`src/rtl/core/pfah_pkg.sv`:
```
// pfah_pkg: shared constants and types for the polygon fan area core.
// No dependencies; every other file in rtl/core imports it.
package pfah_pkg;
	localparam int unsigned PFAH_COORD_BITS   = 20;
	localparam int unsigned PFAH_MAX_VERTICES = 4096;
	localparam int unsigned AREA_W            = 64;
	// edge radicand scale: 2^16 gives 8 fractional bits on the length
	localparam int unsigned FRAC_SHIFT        = 16;
	// Heron: area = sqrt(product) / 4
	localparam int unsigned AREA_DIV_SHIFT    = 2;
	localparam int unsigned MIN_TRI_VERTS     = 3;

	typedef struct packed {
		logic busy;
		logic done;
	} unit_stat_t;
endpackage

```
`src/rtl/core/pfah_vtx_if.sv`:
```
// pfah_vtx_if, pfah_res_if: valid/ready channels for vertex and result words.
// Depends on pfah_pkg.
interface pfah_vtx_if import pfah_pkg::*; #(
	parameter int unsigned CB = PFAH_COORD_BITS
) ();
	logic                 valid;
	logic                 ready;
	logic signed [CB-1:0] vert_x;
	logic signed [CB-1:0] vert_y;
	logic signed [CB-1:0] vert_z;
	logic                 last_vertex;

	modport source (output valid, vert_x, vert_y, vert_z, last_vertex, input ready);
	modport sink (input valid, vert_x, vert_y, vert_z, last_vertex, output ready);
endinterface

interface pfah_res_if import pfah_pkg::*; #(
	parameter int unsigned TW = $clog2(PFAH_MAX_VERTICES + 1)
) ();
	logic              valid;
	logic              ready;
	logic [AREA_W-1:0] area_sum;
	logic [TW-1:0]     vertex_total;
	logic              overflowed;

	modport source (output valid, area_sum, vertex_total, overflowed, input ready);
	modport sink (input valid, area_sum, vertex_total, overflowed, output ready);
endinterface

```
`src/rtl/core/polygon_fan_area_heron_3d_core.sv`:
```
// polygon_fan_area_heron_3d_core: polygon area by fan triangulation and Heron.
// Depends on pfah_pkg, pfah_vtx_if/pfah_res_if, pfah_mul and pfah_sqrt.
//
//   channel | dir | word                                   | accepted when
//   vtx     | in  | vert_x, vert_y, vert_z, last_vertex    | vtx.valid & vtx.ready
//   res     | out | area_sum, vertex_total, overflowed     | res.valid & res.ready
//
// The first two vertices of a polygon are only stored. Each later
// vertex runs its triangle through one serial multiplier and one serial root:
// each edge from its squared axis differences and a root, then the product
// of the Heron factors and a final root.
// Reset clears the polygon state and the result register; no clearing pass.
// A result waits in its output register; vtx.ready stays low while a closing
// vertex waits for that register to drain.
module polygon_fan_area_heron_3d_core import pfah_pkg::*; #(
	parameter int unsigned COORD_BITS   = PFAH_COORD_BITS,
	parameter int unsigned MAX_VERTICES = PFAH_MAX_VERTICES
) (
	input  logic      clk,
	input  logic      arst_n,
	pfah_vtx_if.sink  vtx,
	pfah_res_if.source res
);
	localparam int unsigned C    = COORD_BITS;
	localparam int unsigned TW   = $clog2(MAX_VERTICES + 1);
	localparam int unsigned DW   = C + 1;                       // |difference|
	localparam int unsigned D2W  = 2 * DW + 2;                  // squared distance
	localparam int unsigned N2H  = (D2W + FRAC_SHIFT + 1) / 2;  // edge root bits
	localparam int unsigned EW   = N2H;
	localparam int unsigned FW   = EW + 2;                      // Heron factor
	localparam int unsigned PW   = 4 * FW;                      // factor product
	localparam int unsigned RW   = PW / 2;
	localparam int unsigned MCW  = $clog2(FW + 1);
	localparam int unsigned SCW  = $clog2(RW + 1);
	localparam int unsigned XW   = (RW > AREA_W + AREA_DIV_SHIFT) ? RW
		: AREA_W + AREA_DIV_SHIFT + 1;
	localparam int unsigned ALIGN = FRAC_SHIFT + PW - 2 * N2H;

	typedef enum logic [3:0] {
		ST_IDLE, ST_DIFF, ST_MULW, ST_SQ, ST_SQW,
		ST_FAC, ST_FACW, ST_RT, ST_RTW, ST_ADD, ST_FIN
	} state_t;

	state_t              state_q;
	logic [3*C-1:0]      first_q;
	logic [3*C-1:0]      prior_q;
	logic [3*C-1:0]      cur_q;
	logic                last_q;
	logic [TW-1:0]       cnt_q;
	logic [AREA_W-1:0]   accum_q;
	logic                sat_q;
	logic [1:0]          edge_sel_q;
	logic [1:0]          axis_q;
	logic [1:0]          fac_q;
	logic [3*EW-1:0]     edges_q;
	logic [AREA_W-1:0]   tri_q;
	logic                tri_ovf_q;
	logic                res_valid_q;
	logic [AREA_W-1:0]   res_area_q;
	logic [TW-1:0]       res_total_q;
	logic                res_ovf_q;

	// endpoints of the current edge: (first,prior), (prior,cur), (cur,first)
	logic [3*C-1:0]      pa_pt;
	logic [3*C-1:0]      pb_pt;
	logic signed [C-1:0] pa;
	logic signed [C-1:0] pb;
	logic signed [C:0]   diff;
	logic [DW-1:0]       absd;

	always_comb begin
		case (edge_sel_q)
			2'd0: begin
				pa_pt = first_q;
				pb_pt = prior_q;
			end
			2'd1: begin
				pa_pt = prior_q;
				pb_pt = cur_q;
			end
			default: begin
				pa_pt = cur_q;
				pb_pt = first_q;
			end
		endcase
	end

	assign pa   = pa_pt[axis_q*C +: C];
	assign pb   = pb_pt[axis_q*C +: C];
	assign diff = (C+1)'(pa) - (C+1)'(pb);
	assign absd = diff[C] ? DW'(-diff) : DW'(diff);

	// Heron factors; the three difference factors are clamped at zero
	logic [EW-1:0] ea;
	logic [EW-1:0] eb;
	logic [EW-1:0] ec;
	logic [FW-1:0] f0;
	logic [FW-1:0] f1;
	logic [FW-1:0] f2;
	logic [FW-1:0] f3;
	logic [FW-1:0] fsel;

	assign ea = edges_q[0 +: EW];
	assign eb = edges_q[EW +: EW];
	assign ec = edges_q[2*EW +: EW];
	assign f0 = FW'(ea) + FW'(eb) + FW'(ec);
	assign f1 = (FW'(ea) + FW'(eb) > FW'(ec)) ? FW'(ea) + FW'(eb) - FW'(ec) : '0;
	assign f2 = (FW'(ea) + FW'(ec) > FW'(eb)) ? FW'(ea) + FW'(ec) - FW'(eb) : '0;
	assign f3 = (FW'(eb) + FW'(ec) > FW'(ea)) ? FW'(eb) + FW'(ec) - FW'(ea) : '0;

	always_comb begin
		case (fac_q)
			2'd1:    fsel = f1;
			2'd2:    fsel = f2;
			default: fsel = f3;
		endcase
	end

	// shared serial units
	logic          mul_start;
	logic [PW-1:0] mul_mcand;
	logic [FW-1:0] mul_mult;
	logic [MCW-1:0] mul_steps;
	logic          mul_accum;
	logic [PW-1:0] mul_prod;
	unit_stat_t    mul_stat;
	logic          sq_start;
	logic [PW-1:0] sq_rad;
	logic [SCW-1:0] sq_steps;
	logic [RW-1:0] sq_root;
	unit_stat_t    sq_stat;

	assign mul_start = (state_q == ST_DIFF) || (state_q == ST_FAC);
	assign sq_start  = (state_q == ST_SQ) || (state_q == ST_RT);

	always_comb begin
		if (state_q == ST_DIFF) begin
			mul_mcand = PW'(absd);
			mul_mult  = FW'(absd);
			mul_steps = MCW'(DW);
			mul_accum = (axis_q != 2'd0);
		end else begin
			mul_mcand = (fac_q == 2'd1) ? PW'(f0) : mul_prod;
			mul_mult  = fsel;
			mul_steps = MCW'(FW);
			mul_accum = 1'b0;
		end
	end

	always_comb begin
		if (state_q == ST_SQ) begin
			sq_rad   = mul_prod << ALIGN;
			sq_steps = SCW'(N2H);
		end else begin
			sq_rad   = mul_prod;
			sq_steps = SCW'(RW);
		end
	end

	pfah_mul #(.PW(PW), .FW(FW)) u_mul (
		.clk    (clk),
		.arst_n (arst_n),
		.start  (mul_start),
		.mcand  (mul_mcand),
		.mult   (mul_mult),
		.steps  (mul_steps),
		.accum  (mul_accum),
		.prod   (mul_prod),
		.stat   (mul_stat)
	);

	pfah_sqrt #(.PW(PW)) u_sqrt (
		.clk    (clk),
		.arst_n (arst_n),
		.start  (sq_start),
		.rad    (sq_rad),
		.steps  (sq_steps),
		.root   (sq_root),
		.stat   (sq_stat)
	);

	// triangle area = root / 4; anything above 64 bits marks overflow
	logic [XW-1:0]     root_x;
	logic [AREA_W:0]   sum;
	logic [TW-1:0]     cnt_next;
	logic              sat_next;
	logic              accept;

	assign root_x   = XW'(sq_root);
	assign sum      = (AREA_W+1)'(accum_q) + (AREA_W+1)'(tri_q);
	assign cnt_next = (cnt_q < TW'(MAX_VERTICES)) ? cnt_q + 1'b1 : cnt_q;
	assign sat_next = sat_q | (cnt_q >= TW'(MAX_VERTICES));
	assign accept   = vtx.valid && vtx.ready;

	assign vtx.ready        = (state_q == ST_IDLE);
	assign res.valid        = res_valid_q;
	assign res.area_sum     = res_area_q;
	assign res.vertex_total = res_total_q;
	assign res.overflowed   = res_ovf_q;

	always_ff @(posedge clk or negedge arst_n) begin
		if (!arst_n) begin
			state_q     <= ST_IDLE;
			first_q     <= '0;
			prior_q     <= '0;
			cur_q       <= '0;
			last_q      <= 1'b0;
			cnt_q       <= '0;
			accum_q     <= '0;
			sat_q       <= 1'b0;
			edge_sel_q  <= '0;
			axis_q      <= '0;
			fac_q       <= '0;
			edges_q     <= '0;
			tri_q       <= '0;
			tri_ovf_q   <= 1'b0;
			res_valid_q <= 1'b0;
			res_area_q  <= '0;
			res_total_q <= '0;
			res_ovf_q   <= 1'b0;
		end else begin
			// drop the result word once taken, unless a closing vertex reloads it
			if (res.valid && res.ready && !(state_q == ST_FIN && last_q)) begin
				res_valid_q <= 1'b0;
			end
			case (state_q)
				ST_IDLE: begin
					if (accept) begin
						cur_q      <= {vtx.vert_z, vtx.vert_y, vtx.vert_x};
						last_q     <= vtx.last_vertex;
						edge_sel_q <= '0;
						axis_q     <= '0;
						fac_q      <= 2'd1;
						state_q    <= (cnt_q >= TW'(2)) ? ST_DIFF : ST_FIN;
					end
				end
				ST_DIFF: state_q <= ST_MULW;
				ST_MULW: begin
					if (mul_stat.done) begin
						if (axis_q == 2'd2) begin
							state_q <= ST_SQ;
						end else begin
							axis_q  <= axis_q + 1'b1;
							state_q <= ST_DIFF;
						end
					end
				end
				ST_SQ: state_q <= ST_SQW;
				ST_SQW: begin
					if (sq_stat.done) begin
						edges_q[edge_sel_q*EW +: EW] <= sq_root[EW-1:0];
						axis_q <= '0;
						if (edge_sel_q == 2'd2) begin
							state_q <= ST_FAC;
						end else begin
							edge_sel_q <= edge_sel_q + 1'b1;
							state_q    <= ST_DIFF;
						end
					end
				end
				ST_FAC: state_q <= ST_FACW;
				ST_FACW: begin
					if (mul_stat.done) begin
						if (fac_q == 2'd3) begin
							state_q <= ST_RT;
						end else begin
							fac_q   <= fac_q + 1'b1;
							state_q <= ST_FAC;
						end
					end
				end
				ST_RT: state_q <= ST_RTW;
				ST_RTW: begin
					if (sq_stat.done) begin
						tri_q     <= root_x[AREA_W+AREA_DIV_SHIFT-1:AREA_DIV_SHIFT];
						tri_ovf_q <= |root_x[XW-1:AREA_W+AREA_DIV_SHIFT];
						state_q   <= ST_ADD;
					end
				end
				ST_ADD: begin
					// saturate the area sum
					if (tri_ovf_q || sum[AREA_W]) begin
						accum_q <= '1;
						sat_q   <= 1'b1;
					end else begin
						accum_q <= sum[AREA_W-1:0];
					end
					state_q <= ST_FIN;
				end
				ST_FIN: begin
					if (!last_q) begin
						if (cnt_q == '0) begin
							first_q <= cur_q;
						end
						prior_q <= cur_q;
						cnt_q   <= cnt_next;
						sat_q   <= sat_next;
						state_q <= ST_IDLE;
					end else if (!res_valid_q || res.ready) begin
						// close the polygon, load the result word and clear the polygon state
						res_valid_q <= 1'b1;
						res_area_q  <= (cnt_next < TW'(MIN_TRI_VERTS)) ? '0 : accum_q;
						res_total_q <= cnt_next;
						res_ovf_q   <= sat_next;
						first_q     <= '0;
						prior_q     <= '0;
						cnt_q       <= '0;
						accum_q     <= '0;
						sat_q       <= 1'b0;
						state_q     <= ST_IDLE;
					end
				end
				default: state_q <= ST_IDLE;
			endcase
		end
	end

`ifndef SYNTHESIS
	a_small_poly_zero: assert property (@(posedge clk) disable iff (!arst_n)
		(res.valid && (res.vertex_total < TW'(MIN_TRI_VERTS))) |-> (res.area_sum == '0))
		else $error("polygon under three vertices reports nonzero area");
	a_units_exclusive: assert property (@(posedge clk) disable iff (!arst_n)
		!(mul_stat.busy && sq_stat.busy))
		else $error("multiplier and root unit busy together");
	a_count_bound: assert property (@(posedge clk) disable iff (!arst_n)
		cnt_q <= TW'(MAX_VERTICES))
		else $error("vertex count above limit");
	a_busy_after_accept: assert property (@(posedge clk) disable iff (!arst_n)
		accept |=> !vtx.ready)
		else $error("second vertex taken before the first finished");
`endif
endmodule

```
`src/rtl/core/pfah_mul.sv`:
```
// pfah_mul: serial shift-add multiplier, one multiplier bit per cycle.
// Depends on pfah_pkg.
module pfah_mul import pfah_pkg::*; #(
	parameter int unsigned PW = 128,
	parameter int unsigned FW = 32,
	localparam int unsigned CW = $clog2(FW + 1)
) (
	input  logic          clk,
	input  logic          arst_n,
	input  logic          start,
	input  logic [PW-1:0] mcand,
	input  logic [FW-1:0] mult,
	input  logic [CW-1:0] steps,
	input  logic          accum,
	output logic [PW-1:0] prod,
	output unit_stat_t    stat
);
	logic [PW-1:0] mc_q;
	logic [FW-1:0] ml_q;
	logic [PW-1:0] acc_q;
	logic [CW-1:0] cnt_q;
	logic          busy_q;
	logic          done_q;

	always_ff @(posedge clk or negedge arst_n) begin
		if (!arst_n) begin
			busy_q <= 1'b0;
			done_q <= 1'b0;
			cnt_q  <= '0;
		end else begin
			done_q <= 1'b0;
			if (start) begin
				busy_q <= 1'b1;
				cnt_q  <= steps;
			end else if (busy_q) begin
				cnt_q <= cnt_q - 1'b1;
				if (cnt_q == CW'(1)) begin
					busy_q <= 1'b0;
					done_q <= 1'b1;
				end
			end
		end
	end

	// add the shifted multiplicand where the multiplier bit is set
	always_ff @(posedge clk) begin
		if (start) begin
			mc_q <= mcand;
			ml_q <= mult;
			if (!accum) begin
				acc_q <= '0;
			end
		end else if (busy_q) begin
			if (ml_q[0]) begin
				acc_q <= acc_q + mc_q;
			end
			mc_q <= mc_q << 1;
			ml_q <= ml_q >> 1;
		end
	end

	assign prod = acc_q;
	assign stat = '{busy: busy_q, done: done_q};
endmodule

```
`src/rtl/core/pfah_sqrt.sv`:
```
// pfah_sqrt: digit-recurrence floor square root, one root bit per cycle.
// Depends on pfah_pkg. The radicand is consumed two bits a cycle from its top.
module pfah_sqrt import pfah_pkg::*; #(
	parameter int unsigned PW = 128,
	localparam int unsigned HW = PW / 2,
	localparam int unsigned CW = $clog2(HW + 1)
) (
	input  logic          clk,
	input  logic          arst_n,
	input  logic          start,
	input  logic [PW-1:0] rad,
	input  logic [CW-1:0] steps,
	output logic [HW-1:0] root,
	output unit_stat_t    stat
);
	logic [PW-1:0] rad_q;
	logic [HW+1:0] rem_q;
	logic [HW-1:0] root_q;
	logic [CW-1:0] cnt_q;
	logic          busy_q;
	logic          done_q;
	logic [HW+3:0] rem_sh;
	logic [HW+3:0] trial;
	logic          fits;

	assign rem_sh = {rem_q, rad_q[PW-1:PW-2]};
	assign trial  = (HW+4)'({root_q, 2'b01});
	assign fits   = rem_sh >= trial;

	always_ff @(posedge clk or negedge arst_n) begin
		if (!arst_n) begin
			busy_q <= 1'b0;
			done_q <= 1'b0;
			cnt_q  <= '0;
		end else begin
			done_q <= 1'b0;
			if (start) begin
				busy_q <= 1'b1;
				cnt_q  <= steps;
			end else if (busy_q) begin
				cnt_q <= cnt_q - 1'b1;
				if (cnt_q == CW'(1)) begin
					busy_q <= 1'b0;
					done_q <= 1'b1;
				end
			end
		end
	end

	always_ff @(posedge clk) begin
		if (start) begin
			rad_q  <= rad;
			rem_q  <= '0;
			root_q <= '0;
		end else if (busy_q) begin
			rad_q <= rad_q << 2;
			if (fits) begin
				rem_q  <= (HW+2)'(rem_sh - trial);
				root_q <= {root_q[HW-2:0], 1'b1};
			end else begin
				rem_q  <= (HW+2)'(rem_sh);
				root_q <= {root_q[HW-2:0], 1'b0};
			end
		end
	end

	assign root = root_q;
	assign stat = '{busy: busy_q, done: done_q};
endmodule

```
`src/flat_wrapper.sv`:
```
// flat-port wrapper written by rule: the top's interface ports become plain ports
module polygon_fan_area_heron_3d_core_flat import pfah_pkg::*;
#(
	parameter int unsigned COORD_BITS   = PFAH_COORD_BITS,
	parameter int unsigned MAX_VERTICES = PFAH_MAX_VERTICES
)
  (clk, arst_n, vtx_valid, vtx_vert_x, vtx_vert_y, vtx_vert_z, vtx_last_vertex, vtx_ready, res_valid, res_area_sum, res_vertex_total, res_overflowed, res_ready);
  pfah_vtx_if vtx_i ();
  pfah_res_if res_i ();
  input  logic clk;
  input  logic arst_n;
  input wire logic [$bits(vtx_i.valid)-1:0] vtx_valid;
  input wire logic [$bits(vtx_i.vert_x)-1:0] vtx_vert_x;
  input wire logic [$bits(vtx_i.vert_y)-1:0] vtx_vert_y;
  input wire logic [$bits(vtx_i.vert_z)-1:0] vtx_vert_z;
  input wire logic [$bits(vtx_i.last_vertex)-1:0] vtx_last_vertex;
  output wire logic [$bits(vtx_i.ready)-1:0] vtx_ready;
  output wire logic [$bits(res_i.valid)-1:0] res_valid;
  output wire logic [$bits(res_i.area_sum)-1:0] res_area_sum;
  output wire logic [$bits(res_i.vertex_total)-1:0] res_vertex_total;
  output wire logic [$bits(res_i.overflowed)-1:0] res_overflowed;
  input wire logic [$bits(res_i.ready)-1:0] res_ready;
  assign vtx_i.valid = vtx_valid;
  assign vtx_i.vert_x = vtx_vert_x;
  assign vtx_i.vert_y = vtx_vert_y;
  assign vtx_i.vert_z = vtx_vert_z;
  assign vtx_i.last_vertex = vtx_last_vertex;
  assign vtx_ready = vtx_i.ready;
  assign res_valid = res_i.valid;
  assign res_area_sum = res_i.area_sum;
  assign res_vertex_total = res_i.vertex_total;
  assign res_overflowed = res_i.overflowed;
  assign res_i.ready = res_ready;
  polygon_fan_area_heron_3d_core #(.COORD_BITS(COORD_BITS), .MAX_VERTICES(MAX_VERTICES)) u_core (.clk(clk), .arst_n(arst_n), .vtx(vtx_i), .res(res_i));
endmodule
```
`config.mk`:
```
export PLATFORM = sky130hd
export DESIGN_NAME = polygon_fan_area_heron_3d_core_flat
export DESIGN_NICKNAME = d
export VERILOG_FILES = /design/src/rtl/core/pfah_pkg.sv /design/src/rtl/core/pfah_vtx_if.sv /design/src/rtl/core/polygon_fan_area_heron_3d_core.sv /design/src/rtl/core/pfah_mul.sv /design/src/rtl/core/pfah_sqrt.sv /design/src/flat_wrapper.sv
export SDC_FILE = /design/constraint.sdc
export NUM_CORES = 2
export LEC_CHECK = 0
export BUFFER_PORTS_ARGS = -buffer_cell sky130_fd_sc_hd__buf_2
export CAP_MARGIN = 40
export CORE_MARGIN = 2
export CORE_UTILIZATION = 60
export CTS_CLUSTER_SIZE = 25
export DETAILED_ROUTE_END_ITERATION = 12
export GPL_TIMING_DRIVEN = 1
export PLACE_DENSITY = 0.84
export SYNTH_ARGS = -nofsm -noshare
export SYNTH_HDL_FRONTEND = slang
export SYNTH_SLANG_ARGS = --single-unit
```
`constraint.sdc`:
```
create_clock -name clk -period 8.8 [get_ports clk]
set_input_delay 0.88 -clock clk [delete_from_list [all_inputs] [get_ports clk]]
set_output_delay 0.88 -clock clk [all_outputs]
set_load 0.01 [all_outputs]
```
Yosys cells after proc, flatten, opt, wreduce, memory -nomap -nowiden
Index checks and enable logic that the tools add are counted.
{"block": "word_totals", "register_bits": 1063, "latchBits": 0, "ramBits": 0, "romBits": 0, "in_bits": 65, "output_inout_bits": 80, "elab_cells": 216, "memories": 0}
{"block": "op_classes", "add_sub_neg": 19, "mul": 2, "div": 0, "order_cmp": 8, "n_eq_ne": 32, "n_shift": 4, "muxes": 87, "n_bitwise": 1, "n_reduce_logical": 34}
{"op": "128-bit 2-to-1 mux", "n": 11}
{"op": "64-bit 2-to-1 mux", "n": 4}
{"op": "60-bit 2-to-1 mux", "n": 4}
{"op": "60-bit case mux with 2 select lines", "n": 2}
{"op": "32-bit 2-to-1 mux", "n": 6}
{"op": "128-bit adder", "n": 1}
{"op": "64-bit case mux with 2 select lines", "n": 1}
{"op": "60-bit by 8-bit indexed part select with 20-bit output", "n": 2}
{"op": "32-bit by 30-bit > comparator with 1-bit output", "n": 3}
{"op": "32-bit by 30-bit subtractor with 32-bit output", "n": 3}
{"op": "30-bit by 30-bit adder with 31-bit output", "n": 3}
{"op": "90-bit bitwise mux", "n": 1}
{"op": "30-bit by 34-bit variable shift with 90-bit output (first input constant)", "n": 1}
{"op": "30-bit by 34-bit indexed part select with 90-bit output", "n": 1}
{"op": "68-bit by 66-bit >= comparator with 1-bit output", "n": 1}
{"op": "66-bit 2-to-1 mux", "n": 1}
{"op": "66-bit subtractor", "n": 1}
{"op": "64-bit by 62-bit adder with 65-bit output", "n": 1}
{"op": "32-bit case mux with 2 select lines", "n": 1}
{"op": "4-bit case mux with 11 select lines", "n": 1}
{"op": "13-bit 2-to-1 mux", "n": 3}
{"op": "7-bit negator with 34-bit output", "n": 1}
{"op": "32-bit by 30-bit adder with 32-bit output", "n": 1}
{"op": "4-bit 2-to-1 mux", "n": 8}
{"op": "46 further kinds", "n": 125}

Longest topological paths before layout
{"block": "logic_depth", "depth_word": 8, "depth_mapped": 27, "depth_no_buf": 26}

Cells and area by module
Synthesis repeated with hierarchy kept, for this count alone.
{"block": "unflattened", "cells_unflattened": 8459, "area_unflattened_um2": 77476.8}
{"module": "polygon_fan_area_heron_3d_core", "instances": 1, "cells_per_inst": 4875, "area_each_um2": 41803.8}
{"module": "pfah_mul", "instances": 1, "cells_per_inst": 2065, "area_each_um2": 20487.1}
{"module": "pfah_sqrt", "instances": 1, "cells_per_inst": 1519, "area_each_um2": 15185.8}

Worst setup path before layout
OpenSTA, ideal clock, no wires.
{"block": "synth_path", "path_type": "register -> register", "startpoint": "reg u_core.state_q[2]", "endpoint": "reg u_core.u_mul.acc_q[0], in the netlist u_core.u_mul.prod[0] (enable)", "setup_time_ps": 616, "t_arrival_ps": 6878, "required_time_ps": 8184, "setup_slack_ps": 1305, "path_stages_with_launch": 8, "path_buffers": 3, "period_less_slack_ps": 7495, "path_cell_list": "dfrtp_1 > clkbuf_1 > clkinv_1 > nand2_1 > clkbuf_1 > buf_1 > nor2_1 > nor2_1"}
{"block": "synth_between", "elab_chain_cells": 4, "elab_cells_between_ends": 8, "cone_classes": "eq/ne (3); mux (1); reduce/logical (4)"}
{"element": "start, declared", "line_no": "polygon_fan_area_heron_3d_core.sv:44", "source": "state_t state_q;"}
{"element": "start signal, assigned", "line_no": "polygon_fan_area_heron_3d_core.sv:234", "source": "state_q <= (cnt_q >= TW'(2)) ? ST_DIFF : ST_FIN;"}
{"element": "4-bit by 1-bit equality test with 1-bit output / 4-bit by 3-bit equality test with 1-bit output (equally long branches)", "line_no": "polygon_fan_area_heron_3d_core.sv:133, polygon_fan_area_heron_3d_core.sv:137"}
{"element": "1-bit 2-to-1 mux / 1-bit logical OR (equally long branches)", "line_no": "polygon_fan_area_heron_3d_core.sv:137, polygon_fan_area_heron_3d_core.sv:133"}
{"element": "2-bit != test (no line) / 2-bit nonzero test (equally long branches)"}
{"element": "3-bit AND reduction (no line) *"}
{"element": "end signal, assigned", "line_no": "pfah_mul.sv:55", "source": "acc_q <= acc_q + mc_q;"}
{"element": "end, declared", "line_no": "pfah_mul.sv:20", "source": "logic [PW-1:0] acc_q;"}
Every way passes the cells marked *; elsewhere a longest branch is shown, timed or not.
A chain may end at the register's enable or synchronous reset.

Worst setup path after layout
{"block": "layout_path", "startpoint": "reg u_core.edge_sel_q[0]", "endpoint": "reg u_core.u_mul.ml_q[19] (data pin)"}
{"block": "layout_between", "elab_chain_cells": 8, "elab_cells_between_ends": 11, "cone_classes": "add/sub (2); eq/ne (1); shift (2); mux (5); reduce/logical (1)"}
{"element": "start, declared", "line_no": "polygon_fan_area_heron_3d_core.sv:52", "source": "logic [1:0] edge_sel_q;"}
{"element": "start signal, assigned", "line_no": "polygon_fan_area_heron_3d_core.sv:256", "source": "edge_sel_q <= edge_sel_q + 1'b1;"}
{"element": "2-bit by 1-bit equality test with 1-bit output / 2-bit logical NOT (equally long branches)", "line_no": "polygon_fan_area_heron_3d_core.sv:72", "source": "case (edge_sel_q)"}
{"element": "60-bit case mux with 2 select lines", "line_no": "polygon_fan_area_heron_3d_core.sv:72"}
{"element": "60-bit by 8-bit indexed part select with 20-bit output, on equally long branches", "line_no": "polygon_fan_area_heron_3d_core.sv:88, polygon_fan_area_heron_3d_core.sv:89"}
{"element": "20-bit by 20-bit subtractor with 21-bit output *", "line_no": "polygon_fan_area_heron_3d_core.sv:90", "source": "assign diff = (C+1)'(pa) - (C+1)'(pb);"}
{"element": "21-bit negator", "line_no": "polygon_fan_area_heron_3d_core.sv:91", "source": "assign absd = diff[C] ? DW'(-diff) : DW'(diff);"}
{"element": "21-bit 2-to-1 mux *", "line_no": "polygon_fan_area_heron_3d_core.sv:91"}
{"element": "32-bit 2-to-1 mux *", "line_no": "polygon_fan_area_heron_3d_core.sv:137", "source": "if (state_q == ST_DIFF) begin"}
{"element": "32-bit 2-to-1 mux *", "line_no": "pfah_mul.sv:47", "source": "if (start) begin"}
{"element": "end signal, assigned", "line_no": "pfah_mul.sv:49", "source": "ml_q <= mult;"}
{"element": "end signal, assigned", "line_no": "pfah_mul.sv:58", "source": "ml_q <= ml_q >> 1;"}
{"element": "end, declared", "line_no": "pfah_mul.sv:19", "source": "logic [FW-1:0] ml_q;"}
Marked as above.

==> metrics.csv <==
metric,value,unit
path_cells,buf_4 > inv_1 > ha_4 > nor2_4 > buf_4 > a21oi_1 > o22ai_1 > inv_1 > fa_1 > nor2b_4 > o2111ai_2 > nand3_2 > a2111oi_0 > a311oi_2 > a21boi_2 > nand3_2 > nor4bb_4 > a41oi_1 > xor2_1 > o22ai_1 > nor2_1,
gp_congestion,1.01,
avgSynthCellArea,9.01,sq um
n_antenna_cell,0,
die_x,355,um
n_fill_cell,9730,
vias,64800,
met1_length,89800,um
layout_common_cells,"nand2_1, a21oi_1, nor2_1, dfrtp_1, ha_1",
core_area,122000,sq um
avgRoutedWirePerCell,23.1,um
status,completed,
wl,226000,um
yosys_warnings,0,
num_io_pins,145,
grt_pass1_vias,63500,
root_buffer,clkbuf_16,
slowest_delay,0.74,ns
route.detailed.drc,0,
drive_gt1_frac,0.0852,
holdWs,0.128,ns
clk_latency,0.78,ns
nets,8624,
cpMaxStageDelayCell,nor2_4,
drtIter0Drc,6247,
top_layer,met5,
maxSlewHeadroom,0.250,
cp_max_fo,72,
final_common_cell,nand2_1,
seq_area,28000,sq um
ys_seq_area_frac,0.380,
min_period,7.03,ns
synthCells,8188,
multi_input_area,42700,sq um
p_per_area,439,nW/um^2
hpwl,165000,um
syn_nets,8766,
stdcell_area,79900,sq um
instances_no_fill,9772,
setup_viol_count_final,0,
grt_first_pass_wirelength,355000,um
grt_usage,0.352,
die_h,355,um
startpoint_type,flop,
clock-skew-final,0.0844,ns
hold_viol,0,
netlist_area,73800,sq um
critPathKind,flop to flop,
required,9.28,ns
p_leak,36.0,nW
hold_buffers,0,
finalSetupTns,0,ns
drt_first_pass_iters,7,
syn_to_final_growth,8.34,%
finalCritPeriodShare,0.799,
cp_top_family,compound AO/OA/AOI/OAI gates,
routed_via_density,6.63,
cts.path.max_buffers,3,
critPathCaptureType,flop,
portBuffers,144,
synth-main-ff-cell,dfrtp_1,
rows,128,
cap_violations,0,
crit_buf_inv,4,
antenna_found_initial,4,
wl_met2,107000,um
numCtsBuffers,115,
h-tree-depth,3,
maxSlewViolCount,0,
dp.cells,9554,
worstPathArrival,7.51,ns
die-area,126000,sq um
synth_edf_count,416,
detailed_place.area,75700,sq um
hp-class,input port to asynchronous set/reset pin,
ctsResizeCount,0,
ir_drop,0.609,mV
clk_pin_slew,0.07,ns
ant_nets,0,
initial_core_util,0.605,
ys_async_sr_fraction,0.486,
overflow,0,
ys_types,124,
worst_slew_pin_slew,1.13,ns
post-cts-setup-buffers,0,
cts_tree,yes,
max_freq,142,MHz
cts.sinks,1063,
ys_ff_latch,1063,
rsz0062_at_grt,no,
grt_max_degree,203,
dr_wl_met3,15900,um
==> power by group <==
| part | switching [mW] | total, mW | internal, mW |
|---|---|---|---|
| clock | 2.22 | 5.31 | 3.08 |
| combinational | 12.3 | 20.1 | 7.84 |
| sequential | 1.91 | 9.67 | 7.76 |
==> Yosys cell counts (15+ instances only) <==
master      n  area (sq um)
o21ai_1    19          95.1
a21o_1    262          1970
xor2_1    162          1420
nand2_1   877          3290
a211o_1    15           131
nor4_1     29           181
a31o_2     15           131
buf_2      46           230
buf_1      34           128
a21oi_1   744          3720
mux2_2    131          1480
dfxtp_1   130          2600
o32ai_1    18           158
xnor2_1   305          2670
o211ai_1   56           420
a22oi_1    57           428
nand3_1   185           926
nand2b_1   78           488
nand3b_1   67           503
and4_1     17           149
ha_1      503          6290
a221oi_1   18           158
mux2i_1   136          1360
or3_1      33           206
and2_1     31           194
o21bai_1   93           698
a211oi_1  107           803
o31ai_1    33           248
nand4_1   107           669
inv_1     337          1260
nor3_1     92           460
a22o_1    340          2980
nor2_1    646          2420
edfxtp_1  416         12500
o21ai_0   490          2450
mux4_2     24           541
clkbuf_1  397          1490
nor2b_1    53           332
dfrtp_1   517         12900
o21a_1     56           420
a31oi_1   155           970
and3_1     48           300
or2_2      19           119
a21boi_0   22           165
==> final timing paths <==
| check | from | end | slack, ns | cells past startpoint |
|---|---|---|---|---|
| setup / recovery | u_core.edge_sel_q[0]$_DFFE_PN0P_ | u_core.u_mul.ml_q[19]$_DFFE_PP_ | 1.77 | 21 |
| hold / removal | arst_n | u_core.cnt_q[6]$_DFFE_PN0P_ | 0.13 | 1 |
| setup reg to reg | u_core.edge_sel_q[0]$_DFFE_PN0P_ | u_core.u_mul.ml_q[19]$_DFFE_PP_ | 1.77 | 21 |
| hold reg to reg | u_core.first_q[38]$_DFFE_PN0P_ | u_core.first_q[38]$_DFFE_PN0P_ | 0.47 | 2 |
| max in group asynchronous | arst_n | u_core.first_q[34]$_DFFE_PN0P_ | 6.66 | 3 |
| min in group clk | vtx_vert_x[4] | u_core.cur_q[4]$_DFFE_PN0P_ | 0.33 | 2 |
==> metal layers <==
metal / track usage / vias to the layer above
met1: 0.443 / 31600
li1: - / 29800
met4: 0.186 / 8
met5: 0 / -
met3: 0.0531 / 646
met2: 0.586 / 2742
==> worst register-to-register path: stages (launching register included) <==
cell and delay [ns]:
dfrtp_1 0.40, buf_4 0.45, inv_1 0.29, ha_4 0.36
nor2_4 0.75, buf_4 0.74, a21oi_1 0.19, o22ai_1 0.27
inv_1 0.10, fa_1 0.51, nor2b_4 0.17, o2111ai_2 0.15
nand3_2 0.17, a2111oi_0 0.13, a311oi_2 0.41, a21boi_2 0.34
nand3_2 0.14, nor4bb_4 0.41, a41oi_1 0.20, xor2_1 0.21
o22ai_1 0.31, nor2_1 0.07
==> area by class of cell <==
cell class	instances	share of cell area
clock inverters	74	0.0125
flip-flops and latches	1063	0.351
repair buffers	226	0.0210
well taps	1625	0.0254
inverters	339	0.0160
multi-input cells	6301	0.534
clock buffers	144	0.0397
==> sequential cells by signal, summed over array words and instances (netlist names), 32 cells and up <==
name and flops:
u_core.u_mul.mc_q 128, u_core.u_mul.prod 128, u_core.u_sqrt.rad_q 128, u_core.edges_q 90
u_core.u_sqrt.rem_q 66, u_core.accum_q 64, u_core.res.area_sum 64, u_core.u_sqrt.root 64
u_core.tri_q 62, u_core.cur_q 60, u_core.first_q 60, u_core.prior_q 60
u_core.u_mul.ml_q 32
==> logic make-up after synthesis <==
group / after synthesis / synth area share
compound gates: 2700 / 0.242
buf+inv: 824 / 0.0433
fa+ha+maj: 513 / 0.0880
xor+xnor: 468 / 0.0557
simple gates: 2329 / 0.145
mux: 291 / 0.0458
flops: 1063 / 0.380
==> metrics by stage <==
stage | power, mW | worst slack (ns) | util
5_1_grt | 37.3 | 1.31 | 0.656
2_1_floorplan | 24.0 | 1.31 | -
4_1_cts | 34.7 | 1.90 | 0.656
3_5_place_dp | 29.2 | 1.92 | 0.621
6_report | 35.1 | 1.77 | 0.656
3_3_place_gp | 28.5 | 2.05 | 0.618
No activity file was read; power rests on OpenSTA's default activity.
